## config.mk

```make
export PLATFORM = sky130hd
export DESIGN_NAME = color_range_pixel_mask
export DESIGN_NICKNAME = d
export VERILOG_FILES = /design/src/hdl/crpm_pkg.sv /design/src/hdl/color_range_pixel_mask.sv /design/src/hdl/crpm_hsv_front.sv /design/src/hdl/crpm_div_pipe.sv /design/src/hdl/crpm_classify.sv
export SDC_FILE = /design/constraint.sdc
export NUM_CORES = 2
export LEC_CHECK = 0
export ABC_AREA = 1
export BUFFER_PORTS_ARGS = -buffer_cell sky130_fd_sc_hd__buf_2
export CAP_MARGIN = 20
export CORE_MARGIN = 8
export CORE_UTILIZATION = 35
export DETAILED_ROUTE_END_ITERATION = 6
export GPL_TIMING_DRIVEN = 1
export PLACE_DENSITY = 0.48
export SETUP_SLACK_MARGIN = 0.15
export SLEW_MARGIN = 20
export SYNTH_ARGS = -nofsm -noshare
export SYNTH_HDL_FRONTEND = slang
export SYNTH_SLANG_ARGS = --single-unit
```

## constraint.sdc

```tcl
create_clock -name clk -period 5.56 [get_ports clk]
set_input_delay 0.556 -clock clk [delete_from_list [all_inputs] [get_ports clk]]
set_output_delay 0.556 -clock clk [all_outputs]
set_load 0.005 [all_outputs]
```

## src/hdl/crpm_pkg.sv

```systemverilog
`default_nettype none
// ----------------------------------------------------------------------------
// crpm_pkg
// Shared types, register indexes and the restoring-division step used by the
// color range pixel mask pipeline.
// ----------------------------------------------------------------------------
package crpm_pkg;

  localparam int unsigned PIX_W = 8;
  localparam int unsigned OPA_W = 9;
  localparam int unsigned BND_W = 24;
  localparam int unsigned ADDR_W = 3;

  // Two quotient bits per stage, eight quotient bits in total.
  localparam int unsigned DIV_STAGES = 4;
  localparam int unsigned BITS_PER_STAGE = 2;

  // Register indexes on the configuration port.
  localparam logic [ADDR_W-1:0] REG_FILTER_MODE = 3'd0;
  localparam logic [ADDR_W-1:0] REG_MASK_OPACITY = 3'd1;
  localparam logic [ADDR_W-1:0] REG_RGB_LOWER = 3'd2;
  localparam logic [ADDR_W-1:0] REG_RGB_UPPER = 3'd3;
  localparam logic [ADDR_W-1:0] REG_HSV_LOWER = 3'd4;
  localparam logic [ADDR_W-1:0] REG_HSV_UPPER = 3'd5;

  localparam logic MODE_RGB = 1'b0;
  localparam logic MODE_HSV = 1'b1;

  localparam logic [OPA_W-1:0] RST_MASK_OPACITY = 9'd128;
  localparam logic [BND_W-1:0] RST_RGB_LOWER = 24'h000000;
  localparam logic [BND_W-1:0] RST_RGB_UPPER = 24'hFFFFFF;
  localparam logic [BND_W-1:0] RST_HSV_LOWER = 24'h000000;
  localparam logic [BND_W-1:0] RST_HSV_UPPER = 24'hFFFFB3;

  // Which channel holds the maximum.
  localparam logic [1:0] SEC_RED = 2'd0;
  localparam logic [1:0] SEC_GREEN = 2'd1;
  localparam logic [1:0] SEC_BLUE = 2'd2;

  typedef struct packed {
    logic [PIX_W-1:0] r;
    logic [PIX_W-1:0] g;
    logic [PIX_W-1:0] b;
    logic [PIX_W-1:0] v;      // maximum channel, divisor for saturation
    logic [PIX_W-1:0] d;      // max - min, divisor for hue
    logic [1:0]       sector;
    logic             neg;    // hue offset goes below the sector base
    logic [PIX_W-1:0] s_rem;
    logic [PIX_W-1:0] s_wrk;  // dividend bits shift out, quotient bits shift in
    logic [PIX_W-1:0] h_rem;
    logic [PIX_W-1:0] h_wrk;
  } pix_t;

  typedef struct packed {
    logic             filter_mode;
    logic [OPA_W-1:0] mask_opacity;
    logic [BND_W-1:0] rgb_lower;
    logic [BND_W-1:0] rgb_upper;
    logic [BND_W-1:0] hsv_lower;
    logic [BND_W-1:0] hsv_upper;
  } cfg_t;

  typedef struct packed {
    logic [PIX_W-1:0] r;
    logic [PIX_W-1:0] g;
    logic [PIX_W-1:0] b;
    logic             hit;
  } cls_t;

  // One restoring step: returns {quotient bit, new remainder}.
  function automatic logic [PIX_W:0] div_step(logic [PIX_W-1:0] rem, logic din,
                                              logic [PIX_W-1:0] den);
    logic [PIX_W:0] t;
    logic [PIX_W:0] diff;
    t = {rem, din};
    diff = t - {1'b0, den};
    if (t >= {1'b0, den}) begin
      return {1'b1, diff[PIX_W-1:0]};
    end else begin
      return {1'b0, t[PIX_W-1:0]};
    end
  endfunction

  // Advances both divisions by one pipeline stage worth of quotient bits.
  function automatic pix_t div_advance(pix_t p);
    pix_t q;
    logic [PIX_W:0] st;
    q = p;
    for (int i = 0; i < BITS_PER_STAGE; i++) begin
      st = div_step(q.s_rem, q.s_wrk[PIX_W-1], q.v);
      q.s_rem = st[PIX_W-1:0];
      q.s_wrk = {q.s_wrk[PIX_W-2:0], st[PIX_W]};
      st = div_step(q.h_rem, q.h_wrk[PIX_W-1], q.d);
      q.h_rem = st[PIX_W-1:0];
      q.h_wrk = {q.h_wrk[PIX_W-2:0], st[PIX_W]};
    end
    return q;
  endfunction

endpackage
`default_nettype wire

```

## src/hdl/color_range_pixel_mask.sv

```systemverilog
`default_nettype none
// Throughput: one pixel per clock while the output is not stalled.
// The saturation and hue divisions run in a four-stage pipeline at two quotient
// bits per stage, which sets the depth.
// A stall on the output holds every full stage in the same cycle; empty stages still fill.
// Reset (rst_n low at a clock edge) empties the pipeline and loads the
// register defaults; no clearing pass is needed.
// ----------------------------------------------------------------------------
// color_range_pixel_mask
// Tests each RGB pixel against RGB or HSV ranges and dims non-matching pixels
// by the configured opacity.
// ----------------------------------------------------------------------------
module color_range_pixel_mask (
  input  wire logic        clk,
  input  wire logic        rst_n,
  input  wire logic        in_tvalid,
  output logic             in_tready,
  input  wire logic [23:0] in_tdata,    // red_in [7:0], green_in [15:8], blue_in [23:16]
  output logic             out_tvalid,
  input  wire logic        out_tready,
  output logic [23:0]      out_tdata,   // red_out [7:0], green_out [15:8], blue_out [23:16]
  output logic [0:0]       out_tuser,   // in_range [0]
  input  wire logic        cfg_wr_en,
  input  wire logic [2:0]  cfg_addr,
  input  wire logic [23:0] cfg_wr_data
);

  crpm_pkg::cfg_t cfg_r;

  always_ff @(posedge clk) begin
    if (!rst_n) begin
      cfg_r.filter_mode <= crpm_pkg::MODE_RGB;
      cfg_r.mask_opacity <= crpm_pkg::RST_MASK_OPACITY;
      cfg_r.rgb_lower <= crpm_pkg::RST_RGB_LOWER;
      cfg_r.rgb_upper <= crpm_pkg::RST_RGB_UPPER;
      cfg_r.hsv_lower <= crpm_pkg::RST_HSV_LOWER;
      cfg_r.hsv_upper <= crpm_pkg::RST_HSV_UPPER;
    end else if (cfg_wr_en) begin
      unique case (cfg_addr)
        crpm_pkg::REG_FILTER_MODE:  cfg_r.filter_mode <= cfg_wr_data[0];
        crpm_pkg::REG_MASK_OPACITY: cfg_r.mask_opacity <= cfg_wr_data[8:0];
        crpm_pkg::REG_RGB_LOWER:    cfg_r.rgb_lower <= cfg_wr_data;
        crpm_pkg::REG_RGB_UPPER:    cfg_r.rgb_upper <= cfg_wr_data;
        crpm_pkg::REG_HSV_LOWER:    cfg_r.hsv_lower <= cfg_wr_data;
        crpm_pkg::REG_HSV_UPPER:    cfg_r.hsv_upper <= cfg_wr_data;
        default: ;
      endcase
    end
  end

  logic           fr_valid;
  logic           fr_ready;
  crpm_pkg::pix_t fr_pix;
  logic           dv_valid;
  logic           dv_ready;
  crpm_pkg::pix_t dv_pix;
  logic           cls_valid;
  logic           cls_ready;
  crpm_pkg::cls_t cls;

  crpm_hsv_front u_front (
    .clk        (clk),
    .rst_n      (rst_n),
    .up_valid   (in_tvalid),
    .up_ready   (in_tready),
    .red        (in_tdata[7:0]),
    .green      (in_tdata[15:8]),
    .blue       (in_tdata[23:16]),
    .down_valid (fr_valid),
    .down_ready (fr_ready),
    .down_pix   (fr_pix)
  );

  crpm_div_pipe u_div (
    .clk        (clk),
    .rst_n      (rst_n),
    .up_valid   (fr_valid),
    .up_ready   (fr_ready),
    .up_pix     (fr_pix),
    .down_valid (dv_valid),
    .down_ready (dv_ready),
    .down_pix   (dv_pix)
  );

  crpm_classify u_cls (
    .clk        (clk),
    .rst_n      (rst_n),
    .cfg        (cfg_r),
    .up_valid   (dv_valid),
    .up_ready   (dv_ready),
    .up_pix     (dv_pix),
    .down_valid (cls_valid),
    .down_ready (cls_ready),
    .down_cls   (cls)
  );

  // Output stage: dim non-matching pixels, saturating for opacity above 256.
  function automatic logic [7:0] scale_chan(logic [7:0] c, logic [8:0] opa);
    logic [16:0] prod;
    prod = {9'd0, c} * {8'd0, opa};
    return prod[16] ? 8'hFF : prod[15:8];
  endfunction

  logic        out_valid_r;
  logic [23:0] out_data_r;
  logic [23:0] out_data_nxt;
  logic        out_hit_r;

  always_comb begin
    if (cls.hit) begin
      out_data_nxt = {cls.b, cls.g, cls.r};
    end else begin
      out_data_nxt = {scale_chan(cls.b, cfg_r.mask_opacity),
                      scale_chan(cls.g, cfg_r.mask_opacity),
                      scale_chan(cls.r, cfg_r.mask_opacity)};
    end
  end

  assign cls_ready = !out_valid_r || out_tready;

  always_ff @(posedge clk) begin
    if (!rst_n) begin
      out_valid_r <= 1'b0;
    end else if (cls_ready) begin
      out_valid_r <= cls_valid;
    end
  end

  always_ff @(posedge clk) begin
    if (cls_ready && cls_valid) begin
      out_data_r <= out_data_nxt;
      out_hit_r <= cls.hit;
    end
  end

  assign out_tvalid = out_valid_r;
  assign out_tdata = out_data_r;
  assign out_tuser = out_hit_r;

  // An empty output register means every stage can take a transaction.
  a_ready_when_empty: assert property (@(posedge clk) disable iff (!rst_n)
    !out_tvalid |-> in_tready)
    else $error("input stalled while output register empty");

  // A result only appears when the classify stage held one.
  a_no_invented_result: assert property (@(posedge clk) disable iff (!rst_n)
    $rose(out_tvalid) |-> $past(cls_valid))
    else $error("result appeared from an empty pipeline");

  // Opacity, filter mode and HSV upper bound at their defaults in the first cycle after reset.
  a_cfg_reset: assert property (@(posedge clk)
    rst_n && $past(!rst_n) |-> (cfg_r.mask_opacity == crpm_pkg::RST_MASK_OPACITY) &&
                               (cfg_r.filter_mode == crpm_pkg::MODE_RGB) &&
                               (cfg_r.hsv_upper == crpm_pkg::RST_HSV_UPPER))
    else $error("configuration not at reset defaults");

endmodule
`default_nettype wire

```

## src/hdl/crpm_hsv_front.sv

```systemverilog
`default_nettype none
// ----------------------------------------------------------------------------
// crpm_hsv_front
// First pipeline stage: finds max, min and sector of the pixel and forms the
// saturation and hue dividends.
// ----------------------------------------------------------------------------
module crpm_hsv_front (
  input  wire logic            clk,
  input  wire logic            rst_n,
  input  wire logic            up_valid,
  output logic                 up_ready,
  input  wire logic [7:0]      red,
  input  wire logic [7:0]      green,
  input  wire logic [7:0]      blue,
  output logic                 down_valid,
  input  wire logic            down_ready,
  output crpm_pkg::pix_t       down_pix
);

  logic           valid_r;
  crpm_pkg::pix_t pix_r;
  crpm_pkg::pix_t pix_nxt;

  logic [7:0]  mx;
  logic [7:0]  mn;
  logic [7:0]  dlt;
  logic [7:0]  n;
  logic [15:0] s_num;
  logic [15:0] h_num;

  always_comb begin
    mx = red;
    mn = red;
    if (green > mx) mx = green;
    if (blue > mx) mx = blue;
    if (green < mn) mn = green;
    if (blue < mn) mn = blue;
    dlt = mx - mn;

    pix_nxt = '0;
    pix_nxt.r = red;
    pix_nxt.g = green;
    pix_nxt.b = blue;
    pix_nxt.v = mx;
    pix_nxt.d = dlt;
    priority if (mx == red) begin
      pix_nxt.sector = crpm_pkg::SEC_RED;
      pix_nxt.neg = green < blue;
      n = (green < blue) ? blue - green : green - blue;
    end else if (mx == green) begin
      pix_nxt.sector = crpm_pkg::SEC_GREEN;
      pix_nxt.neg = blue < red;
      n = (blue < red) ? red - blue : blue - red;
    end else begin
      pix_nxt.sector = crpm_pkg::SEC_BLUE;
      pix_nxt.neg = red < green;
      n = (red < green) ? green - red : red - green;
    end

    // Quotients stay below 256, so the upper byte starts as the remainder.
    s_num = {dlt, 8'd0} - {8'd0, dlt};
    h_num = {n, 6'd0} - {6'd0, n, 2'd0};
    pix_nxt.s_rem = s_num[15:8];
    pix_nxt.s_wrk = s_num[7:0];
    pix_nxt.h_rem = h_num[15:8];
    pix_nxt.h_wrk = h_num[7:0];
  end

  assign up_ready = !valid_r || down_ready;

  always_ff @(posedge clk) begin
    if (!rst_n) begin
      valid_r <= 1'b0;
    end else if (up_ready) begin
      valid_r <= up_valid;
    end
  end

  always_ff @(posedge clk) begin
    if (up_ready && up_valid) begin
      pix_r <= pix_nxt;
    end
  end

  assign down_valid = valid_r;
  assign down_pix = pix_r;

endmodule
`default_nettype wire

```

## src/hdl/crpm_div_pipe.sv

```systemverilog
`default_nettype none
// ----------------------------------------------------------------------------
// crpm_div_pipe
// Pipelined restoring dividers for saturation and hue, two quotient bits per
// stage for both divisions side by side.
// ----------------------------------------------------------------------------
module crpm_div_pipe (
  input  wire logic            clk,
  input  wire logic            rst_n,
  input  wire logic            up_valid,
  output logic                 up_ready,
  input  wire crpm_pkg::pix_t  up_pix,
  output logic                 down_valid,
  input  wire logic            down_ready,
  output crpm_pkg::pix_t       down_pix
);

  logic           valid_r [crpm_pkg::DIV_STAGES];
  crpm_pkg::pix_t pix_r   [crpm_pkg::DIV_STAGES];
  logic           rdy     [crpm_pkg::DIV_STAGES];

  genvar s;
  generate
    for (s = 0; s < crpm_pkg::DIV_STAGES; s++) begin : g_stage
      logic           src_valid;
      crpm_pkg::pix_t src_pix;

      if (s == 0) begin : g_first
        assign src_valid = up_valid;
        assign src_pix = up_pix;
      end else begin : g_next
        assign src_valid = valid_r[s-1];
        assign src_pix = pix_r[s-1];
      end

      if (s == crpm_pkg::DIV_STAGES - 1) begin : g_last
        assign rdy[s] = !valid_r[s] || down_ready;
      end else begin : g_mid
        assign rdy[s] = !valid_r[s] || rdy[s+1];
      end

      always_ff @(posedge clk) begin
        if (!rst_n) begin
          valid_r[s] <= 1'b0;
        end else if (rdy[s]) begin
          valid_r[s] <= src_valid;
        end
      end

      always_ff @(posedge clk) begin
        if (rdy[s] && src_valid) begin
          pix_r[s] <= crpm_pkg::div_advance(src_pix);
        end
      end
    end
  endgenerate

  assign up_ready = rdy[0];
  assign down_valid = valid_r[crpm_pkg::DIV_STAGES-1];
  assign down_pix = pix_r[crpm_pkg::DIV_STAGES-1];

endmodule
`default_nettype wire

```

## src/hdl/crpm_classify.sv

```systemverilog
`default_nettype none
// ----------------------------------------------------------------------------
// crpm_classify
// Finishes the hue from the sector and quotient, then runs the RGB or HSV
// range test and registers the verdict with the original pixel.
// ----------------------------------------------------------------------------
module crpm_classify (
  input  wire logic            clk,
  input  wire logic            rst_n,
  input  wire crpm_pkg::cfg_t  cfg,
  input  wire logic            up_valid,
  output logic                 up_ready,
  input  wire crpm_pkg::pix_t  up_pix,
  output logic                 down_valid,
  input  wire logic            down_ready,
  output crpm_pkg::cls_t       down_cls
);

  logic           valid_r;
  crpm_pkg::cls_t cls_r;
  crpm_pkg::cls_t cls_nxt;

  logic [8:0] q9;
  logic [8:0] inexact9;
  logic [8:0] deg;
  logic [7:0] hue;
  logic [7:0] sat;
  logic [7:0] hlo;
  logic [7:0] hhi;
  logic       hue_ok;
  logic       sat_ok;
  logic       val_ok;
  logic       rgb_ok;

  always_comb begin
    q9 = {1'b0, up_pix.h_wrk};
    inexact9 = {8'd0, (up_pix.h_rem != 8'd0)};
    unique case (up_pix.sector)
      crpm_pkg::SEC_RED: begin
        // Red sector truncates toward zero, so a negative offset never rounds up.
        if (!up_pix.neg) deg = q9;
        else if (q9 == 9'd0) deg = 9'd0;
        else deg = 9'd360 - q9;
      end
      crpm_pkg::SEC_GREEN: begin
        deg = up_pix.neg ? 9'd120 - q9 - inexact9 : 9'd120 + q9;
      end
      default: begin
        deg = up_pix.neg ? 9'd240 - q9 - inexact9 : 9'd240 + q9;
      end
    endcase
    if (up_pix.d == 8'd0) deg = 9'd0;
    hue = deg[8:1];
    sat = (up_pix.v == 8'd0) ? 8'd0 : up_pix.s_wrk;

    hlo = cfg.hsv_lower[7:0];
    hhi = cfg.hsv_upper[7:0];
    if (hlo <= hhi) hue_ok = (hue >= hlo) && (hue <= hhi);
    else hue_ok = (hue >= hlo) || (hue <= hhi);
    sat_ok = (sat >= cfg.hsv_lower[15:8]) && (sat <= cfg.hsv_upper[15:8]);
    val_ok = (up_pix.v >= cfg.hsv_lower[23:16]) && (up_pix.v <= cfg.hsv_upper[23:16]);

    rgb_ok = (up_pix.r >= cfg.rgb_lower[7:0]) && (up_pix.r <= cfg.rgb_upper[7:0]) &&
             (up_pix.g >= cfg.rgb_lower[15:8]) && (up_pix.g <= cfg.rgb_upper[15:8]) &&
             (up_pix.b >= cfg.rgb_lower[23:16]) && (up_pix.b <= cfg.rgb_upper[23:16]);

    cls_nxt.r = up_pix.r;
    cls_nxt.g = up_pix.g;
    cls_nxt.b = up_pix.b;
    cls_nxt.hit = (cfg.filter_mode == crpm_pkg::MODE_HSV) ? (hue_ok && sat_ok && val_ok)
                                                          : rgb_ok;
  end

  assign up_ready = !valid_r || down_ready;

  always_ff @(posedge clk) begin
    if (!rst_n) begin
      valid_r <= 1'b0;
    end else if (up_ready) begin
      valid_r <= up_valid;
    end
  end

  always_ff @(posedge clk) begin
    if (up_ready && up_valid) begin
      cls_r <= cls_nxt;
    end
  end

  assign down_valid = valid_r;
  assign down_cls = cls_r;

endmodule
`default_nettype wire
```

==> flow_summary.ini <==
[logic_synthesis]
synth-seq-cells = 517
synth-edff-count = 407
avgSynthCellArea_um2 = 9.15
synth_area_leaders = edfxtp_1, ha_1, fa_1
synth_warnings = 0
yosys.area.top_type_share_pct = 34.0
syn_inst = 3932
netlist_area_um2 = 36000
yosysTopAreaCell = edfxtp_1
yosysSeqAreaShare_pct = 40.1
syn-num-nets = 4550
synth.distinct_cells = 63
async_flop_share_pct = 0
ys.flop_type = edfxtp_1

[cts]
cts_sinks = 517
cts_buffer_depth = 3
numCtsBuffers = 61
clk_pin_slew_ns = 0.06
cts_tree = built
htreeDepth = 2
root_buffer = clkbuf_16
insertion_delay_ns = 0.66

[pwr]
power_frac_comb_pct = 40.1
p_seq_share_pct = 33.3
ir_worst_vdd_mv = 0.283
netSwitchingFraction_pct = 36.7
p_sw_mw = 5.68
clkPwrFrac_pct = 26.6
p_leak_nw = 19.4
intPower_mw = 9.82
powerDensity_nw_per_um2 = 375

[floorplanning]
die-area_um2 = 113000
die_h_um = 337
dieWidth_um = 337
rows = 117
design.core.area_um2 = 102000
pin_count = 83
start_util_pct = 35.3

[global_routing]
track_usage_pct = 15.8
grt_max_degree = 67
antenna_found_initial = 6
grt_overflow = 0
grt_pass1_vias = 25958
grt_pass1_wl_mm = 144

[finish]
postLayoutCoreUtil_pct = 40.5
drive_above_1_share_pct = 11.7
layout_common_cells = nand2_1, inv_1, ha_1
final-seq-area_um2 = 14400
multi_input_area_um2 = 18600
final_nets = 4740
final_common_cell = nand2_1
fillers = 10254
syn_to_final_growth_pct = 14.7

[routing]
drtIter0Drc = 1277
ant_nets = 0
drt_wl_total_mm = 90.3
viasPerCell = 4.71
wl_per_cell_um = 16.3
num_vias = 26139
dr.pass1.iters = 5
drc = 0

[timing]
rsz0062_at_grt = yes
max_freq_ghz = 0.193
fin_crit_ns = 5.17
slew_headroom_pct = 40.1
setup_ws_ns = 0.391
period_share_pct = 93.0
worst_pin_slew_ns = 0.899
hold_slack_ns = 0.202
setup_viol = 0
setup_tns_ns = 0
drv_slew = 0
finalHoldViolCount = 0
final.setup_skew_ns = 0.0690

[critical_path]
slowest_delay_ns = 0.51
cp.arrival_ns = 5.53
worstPathRequired_ns = 5.92
crit_path_end_kind = register
criticalPathCategory = reg -> reg
startpoint_type = register
cp_max_fo = 8
slowest_stage = fa_1

[placement]
dp_slack_ns = 0.00179
dpl.hpwl_mm = 71.3
port_buffers = 82
gp_congestion = 0.883

[status]
status = complete, no violations

[min_path]
hold_path_class = in -> reg

[flow_run]
max-cap-violations = 0
[routing by layer]
metal / GRT usage (%) / wire length [µm]
met1: 21.1 / 42400
met2: 26.7 / 41600
met3: 2.01 / 3490
met4: 4.99 / 2750
met5: 0 / 47
[worst paths after layout]
kind	startpoint	end	cells after the start	slack, ns
max	cfg_r[99]$_SDFFE_PN0P_	out_tdata[7]$_DFFE_PP_	31	0.39
min	out_tready	out_tvalid$_SDFFE_PN0P_	4	0.20
max reg2reg	cfg_r[99]$_SDFFE_PN0P_	out_tdata[7]$_DFFE_PP_	31	0.39
min reg2reg	u_div.pix_r[2][0]$_DFFE_PP_	u_div.pix_r[3][2]$_DFFE_PP_	0	0.41
[per-stage QoR]
stage | instances | cell area [µm²] | power [mW]
detailed placement | 5414 | 38800 | 11.5
global placement | 5414 | 38800 | 11.4
global route | 5544 | 41300 | 16.8
CTS | 5530 | 41000 | 15.7
finish | 5545 | 41300 | 15.5
floorplan | 3932 | 36000 | 9.92
[timing repair]
item	in CTS	in global routing
endpoints found under the setup margin	24	33
buffers inserted	0	12
gates resized for setup	9	63
pin swaps	0	50
hold buffers	0	0
[registers in the layout (all words and copies together), names as in the netlist]
| name | count |
|---|---|
| u_div.valid_r | 4 |
| u_cls.down_cls | 25 |
| out_tuser | 1 |
| u_front.down_pix | 71 |
| u_div.pix_r | 283 |
| out_tdata | 24 |
| cfg_r | 106 |
| u_front.down_valid | 1 |
| out_tvalid | 1 |
| u_cls.down_valid | 1 |
[cells by family after synthesis]
logic type	Yosys count	synth area share (%)
AO/OA/AOI/OAI	710	11.1
XOR/XNOR	141	3.43
adder cells (fa/ha/maj)	562	22.5
buffers and inverters	824	8.70
flip-flops	517	40.1
multiplexers	9	0.271
AND/OR/NAND/NOR	1169	13.9
[worst max-delay path: cells and delay by family (launching register included)]
family,cells,cell delay [ns]
adders and majority gates,5,2.11
AOI/OAI and AO/OA,8,1.12
buffers and inverters,10,0.74
and+or+nand+nor,7,0.41
DFF,1,0.37
xor gates and xnor gates,1,0.13
[cell type report]
class                   instances  area share, %
diodes                          2         0.0121
multi-input cells            2591           45.1
clock inverters                30          0.897
inverters                     712           6.48
repair buffers                239           4.13
clock buffers                  86           4.27
well taps                    1368           4.14
flip-flops and latches        517           35.0
[Yosys cell counts, drive strengths merged, types with 20 or more instances]
library cell and count:
dfxtp 110, xor2 104, a21oi 273, o211ai 28, nor2 222, a211oi 27, nand2 735, inv 707
fa 143, or2 20, o21ai 254, a31oi 28, ha 419, clkbuf 98, xnor2 37, nand3 112
edfxtp 407, nand4 32, o21a 22
[power by group through the flow]
stage          Combinational [mW]  Sequential, mW  Clock, mW
2_1_floorplan                4.80            5.12          0
3_3_place_gp                 6.19            5.25          0
3_5_place_dp                 6.22            5.25          0
4_1_cts                      6.26            5.17       4.26
5_1_grt                      7.19            5.20       4.40
6_report                     6.22            5.16       4.12
(Power assumes the default switching activity.)
